**src/sv/ptw_pkg.sv**
```systemverilog
// Shared types, constants and helpers for the four-level page table walker.
// Used by ptw_ctrl, ptw_datapath and four_level_page_table_walker_core; no dependencies.
package ptw_pkg;

  // Default depth of the table memory in 64-bit words
  localparam int unsigned TableMemWordsDef = 4096;

  // Field widths
  localparam int unsigned VaW     = 64;
  localparam int unsigned VaUsedW = 48;
  localparam int unsigned WidxW   = 12;
  localparam int unsigned PteW    = 64;
  localparam int unsigned PaW     = 64;
  localparam int unsigned RootW   = 15;
  localparam int unsigned IdxW    = 9;
  localparam int unsigned LevelW  = 2;

  // Stream packing: virt_addr, word_index, write_data, padded to whole bytes
  localparam int unsigned SDataRawW = VaW + WidxW + PteW;
  localparam int unsigned SDataW    = ((SDataRawW + 7) / 8) * 8;
  localparam int unsigned MDataW    = PaW;

  // Configuration port
  localparam int unsigned CfgIdxW  = 1;
  localparam int unsigned CfgDataW = RootW;

  // Entry flag positions
  localparam int unsigned PresentBit = 0;
  localparam int unsigned HugeBit    = 7;

  // Walk levels with special meaning
  localparam logic [LevelW-1:0] LvlHuge = 2'd2;
  localparam logic [LevelW-1:0] LvlLeaf = 2'd3;

  // Request kinds carried in tuser
  localparam logic ReqWrite     = 1'b0;
  localparam logic ReqTranslate = 1'b1;

  typedef enum logic [1:0] {
    ST_IDLE,
    ST_WALK,
    ST_HOLD
  } ptw_state_e;

  typedef enum logic [CfgIdxW-1:0] {
    CFG_WALKER_ENABLED  = 1'b0,
    CFG_ROOT_TABLE_BASE = 1'b1
  } ptw_cfg_e;

  // Commands from controller to datapath
  typedef struct packed {
    logic mem_write;     // store the accepted entry
    logic start;         // latch the virtual address of a new walk
    logic from_mem;      // evaluate the fetched entry (else root/input)
    logic issue_read;    // fetch the next entry, advance the level
    logic load_out;      // load the output register
    logic load_hold;     // park the result in the hold register
    logic out_from_hold; // output register takes the parked result
  } ptw_cmd_t;

  // Status from datapath to controller
  typedef struct packed {
    logic done;          // the walk ends in this cycle
  } ptw_status_t;

  // Pick the 9-bit table index for one level
  function automatic logic [IdxW-1:0] va_index(input logic [VaUsedW-1:0] va,
                                               input logic [LevelW-1:0] lvl);
    logic [IdxW-1:0] idx;
    case (lvl)
      2'd0:    idx = va[47:39];
      2'd1:    idx = va[38:30];
      2'd2:    idx = va[29:21];
      2'd3:    idx = va[20:12];
      default: idx = va[20:12];
    endcase
    return idx;
  endfunction

endpackage

```
**src/sv/ptw_ctrl.sv**
```systemverilog
// Controller state machine of the page table walker: handshakes and walk sequencing.
// Depends on ptw_pkg; drives ptw_datapath through ptw_cmd_t.
module ptw_ctrl
  import ptw_pkg::*;
(
  input  logic        clk_i,
  input  logic        rst_ni,
  input  logic        s_valid_i,
  output logic        s_ready_o,
  input  logic        s_req_type_i,
  output logic        m_valid_o,
  input  logic        m_ready_i,
  input  ptw_status_t status_i,
  output ptw_cmd_t    cmd_o
);

  ptw_state_e state_q, state_d;
  logic       out_valid_q, out_valid_d;
  logic       out_free;
  logic       s_hs;

  assign out_free  = !out_valid_q || m_ready_i;
  assign s_ready_o = (state_q == ST_IDLE);
  assign s_hs      = s_valid_i && s_ready_o;
  assign m_valid_o = out_valid_q;

  // Next state
  always_comb begin
    state_d = state_q;
    case (state_q)
      ST_IDLE: begin
        if (s_hs && (s_req_type_i == ReqTranslate)) begin
          if (!status_i.done) begin
            state_d = ST_WALK;
          end else if (!out_free) begin
            state_d = ST_HOLD;
          end
        end
      end
      ST_WALK: begin
        if (status_i.done) begin
          state_d = out_free ? ST_IDLE : ST_HOLD;
        end
      end
      ST_HOLD: begin
        if (out_free) begin
          state_d = ST_IDLE;
        end
      end
      default: state_d = ST_IDLE;
    endcase
  end

  // Commands
  always_comb begin
    cmd_o = '0;
    case (state_q)
      ST_IDLE: begin
        if (s_hs) begin
          if (s_req_type_i == ReqWrite) begin
            cmd_o.mem_write = 1'b1;
          end else begin
            cmd_o.start      = 1'b1;
            cmd_o.issue_read = !status_i.done;
            cmd_o.load_out   = status_i.done && out_free;
            cmd_o.load_hold  = status_i.done && !out_free;
          end
        end
      end
      ST_WALK: begin
        cmd_o.from_mem   = 1'b1;
        cmd_o.issue_read = !status_i.done;
        cmd_o.load_out   = status_i.done && out_free;
        cmd_o.load_hold  = status_i.done && !out_free;
      end
      ST_HOLD: begin
        cmd_o.load_out      = out_free;
        cmd_o.out_from_hold = 1'b1;
      end
      default: cmd_o = '0;
    endcase
  end

  // Output valid: set on load, drop when taken
  always_comb begin
    out_valid_d = out_valid_q;
    if (cmd_o.load_out) begin
      out_valid_d = 1'b1;
    end else if (m_ready_i) begin
      out_valid_d = 1'b0;
    end
  end

  always_ff @(posedge clk_i or negedge rst_ni) begin
    if (!rst_ni) begin
      state_q     <= ST_IDLE;
      out_valid_q <= 1'b0;
    end else begin
      state_q     <= state_d;
      out_valid_q <= out_valid_d;
    end
  end

endmodule

```
**config.mk**
```make
export PLATFORM = sky130hd
export DESIGN_NAME = ptw_ctrl
export DESIGN_NICKNAME = d
export VERILOG_FILES = /design/src/sv/ptw_pkg.sv /design/src/sv/ptw_ctrl.sv
export SDC_FILE = /design/constraint.sdc
export NUM_CORES = 1
export LEC_CHECK = 0
export ABC_AREA = 1
export ABC_CLOCK_PERIOD_IN_PS = 1100
export BUFFER_PORTS_ARGS = -buffer_cell sky130_fd_sc_hd__buf_2
export CAP_MARGIN = 20
export CORE_AREA = 2 2 39 41
export CTS_BUF_LIST = sky130_fd_sc_hd__clkbuf_4
export DETAILED_ROUTE_END_ITERATION = 16
export DIE_AREA = 0 0 41 43
export PLACE_DENSITY_LB_ADDON = 0.15
export REMOVE_ABC_BUFFERS = 1
export SKIP_CTS_REPAIR_TIMING = 1
export SLEW_MARGIN = 20
export SYNTH_ARGS = -nofsm -noshare
export SYNTH_HDL_FRONTEND = slang
export SYNTH_SLANG_ARGS = --single-unit
```
**constraint.sdc**
```tcl
create_clock -name clk_i -period 1.1 [get_ports clk_i]
set_clock_uncertainty 0.05 [all_clocks]
set_input_delay 0.22 -clock clk_i [delete_from_list [all_inputs] [get_ports clk_i]]
set_output_delay 0.22 -clock clk_i [all_outputs]
set_load 0.02 [all_outputs]
```
==> metrics.csv <==
stage,metric,value,unit
timing,hold_violations,0,
floorplanning,coreArea,1380,um2
drt,wl_per_cell,6.49,um
run_status,status,finished with violations,
yosys,synthAdderAreaFrac,0,%
global_route,top_usage_layer,met2,
drt,dr.pass1.iters,2,
drt,drtAntennaViolNets,0,
pwr,p_leak,0.000294,uW
clock_tree,htreeDepth,1,
place,io_buffers,14,
global_route,met3_usage,3.14,%
yosys,ys_types,10,
worst_hold_path,worstHoldPathType,input pin to register,
clock_tree,clockBufferDepth,2,
final_layout,mostFrequentLayoutCell,buf_4,
final_layout,drive_gt1_share,65.1,%
pwr,finalPower,540,uW
clock_tree,numCtsBuffers,3,
timing,slew_headroom,90.2,%
clock_tree,cts_tree,done,
final_layout,design_area,462,um2
floorplanning,rows,14,
floorplanning,io_pins,15,
yosys,synth_top_family_by_area,simple AND/OR/NAND/NOR gates,
drt,vias_per_cell,3.49,
yosys,yosysTopAreaCellShare,31.7,%
critical_path,startpoint_type,register,
critical_path,cp.required,0.83,ns
final_layout,regArea,76.3,um2
place,gp_congestion,0.648,
final_layout,multi_input_area,120,um2
clock_tree,cts-root-buf,clkbuf_4,
final_layout,antenna_cells,0,
yosys,synthCells,36,
global_route,grt_pass1_vias,234,
pwr,ir_worst_vdd,0.000526,V
global_route,grt_use_met1,7.74,%
final_layout,area_delta_synth_final,95.2,%
yosys,yosys.area.top_type,dfrtp_1,
timing,max_freq,0.667,GHz
drt,wl,513,um
timing,rsz0062_at_grt,yes,
drt,drt-initial-drc-count,2,
yosys,yosys.area_share.xor_xnor,0,%
floorplanning,start_util,17.1,%
critical_path,cp_data_arrival_time,1.23,ns
timing,min_period,1.50,ns
timing,fin_crit_sh,136,%
floorplanning,dieArea,1760,um2
timing,setup_tns,-2.44,ns
yosys,ys_ff_latch,3,
run,maxCapViolCount,0,
floorplanning,dieHeight,43,um
yosys,yosysWarnings,0,
final_layout,fillerInstances,163,
floorplanning,fp.dieW,41,um
pwr,power_per_cell_area,1170,nW/um2
run_status,violations,setup timing,
timing,drv_slew,0,
global_route,grt_first_pass_wirelength,814,um
clock_tree,clock_sinks,3,
timing,fin_ws,-0.400,ns
yosys,synth_area_leaders,"dfrtp_1, inv_1, nand3_2",
clock_tree,path_clk_slew,0.04,ns
critical_path,r2r_setup_slack,-0.01,ns
yosys,avgSynthCellArea,6.57,um2
drt,drcViolationCount,0,
place,hpwlAfterDp,434,um
global_route,grt_util_all_layers,7.34,%
timing,max_slew.worst_pin.slew,0.147,ns
yosys,synthSimpleGateAreaFrac,47.6,%
global_route,grt_overflow_total,0,
critical_path,critPathKind,register to output port,
yosys,synthMuxAreaShare,0,%
final_layout,nets,70,
timing,setup_viol,9,
final_layout,most-common-layout-cells,"buf_4, nand2_1, buf_2",
global_route,grt_max_degree,4,
yosys,yosysSeqAreaShare,31.7,%
yosys,netlist_area,236,um2
critical_path,crit_path_end_kind,output port,
global_route,grt_use_met2,9.69,%
global_route,antenna_found_initial,0,
clock_tree,clk_latency,0.23,ns
critical_path,path_max_fanout,3,
drt,vias,276,
yosys,synth-compound-area-share,0,%
place,place_area,372,um2
## stage by stage
| stage | setup slack, ns | utilization (%) | instances | hold slack (ns) |
|---|---|---|---|---|
| floorplan | -0.265 | - | 35 | -0.126 |
| global placement | -0.166 | 26.9 | 72 | -0.0317 |
| detailed placement | -0.161 | 26.9 | 72 | -0.0306 |
| CTS | -0.421 | 29.0 | 76 | -0.285 |
| global route | -0.487 | 33.4 | 79 | 0.231 |
| finish | -0.400 | 33.4 | 79 | 0.213 |
## sequential cells by signal, summed over array words and instances, names as in the netlist
name       cells
state_q        2
m_valid_o      1
## report_power, final
part	total, uW	internal (uW)	switching, uW
Clock	217	160	56.6
Sequential	131	122	8.41
Combinational	192	90.5	101
Total	540	373	166
## area by class of cell
type / instances / area share (%)
repair buffers: 24 / 37.7
inverters: 11 / 8.94
clock buffers: 4 / 6.50
flip-flops and latches: 3 / 16.5
well taps: 16 / 4.34
multi-input cells: 21 / 26.0
## synthesized netlist by cell type
library cell and number:
buf_4 1, dfrtp_1 3, inv_1 9, inv_2 2
nand2_1 8, nand2_2 2, nand3_2 3, nor2_1 6
nor2_2 1, nor2_4 1
## per-layer routing
layer / vias up / share of wire, %
li1: 154 / -
met1: 112 / 42
met2: 10 / 48
met3: 0 / 9.6
met4: 0 / 0
met5: - / 0
## logic make-up (layout without fill, tap and decap cells)
kind of cell           Yosys count  after routing
DFF                              3              3
buffers and inverters           12             39
and+or+nand+nor                 21             21
## path summary, 6_finish.rpt
check,startpoint,to,cells past startpoint
worst max register to register,state_q[0]$_DFFE_PN0P_,m_valid_o$_DFFE_PN0P_,6
worst min register to register,m_valid_o$_DFFE_PN0P_,m_valid_o$_DFFE_PN0P_,3
worst max-delay path,state_q[0]$_DFFE_PN0P_,cmd_o[3],6
worst min-delay path,status_i,state_q[0]$_DFFE_PN0P_,3
max in group asynchronous,rst_ni,state_q[0]$_DFFE_PN0P_,2
min in group asynchronous,rst_ni,state_q[0]$_DFFE_PN0P_,2
## critical path: stages, from the launching register on
cell,delay (ns)
dfrtp_2,0.42
nor2_4,0.13
nand3_2,0.09
nand2_2,0.10
inv_2,0.04
nor2_2,0.07
buf_4,0.14
Power figures use the tool's default switching activity.
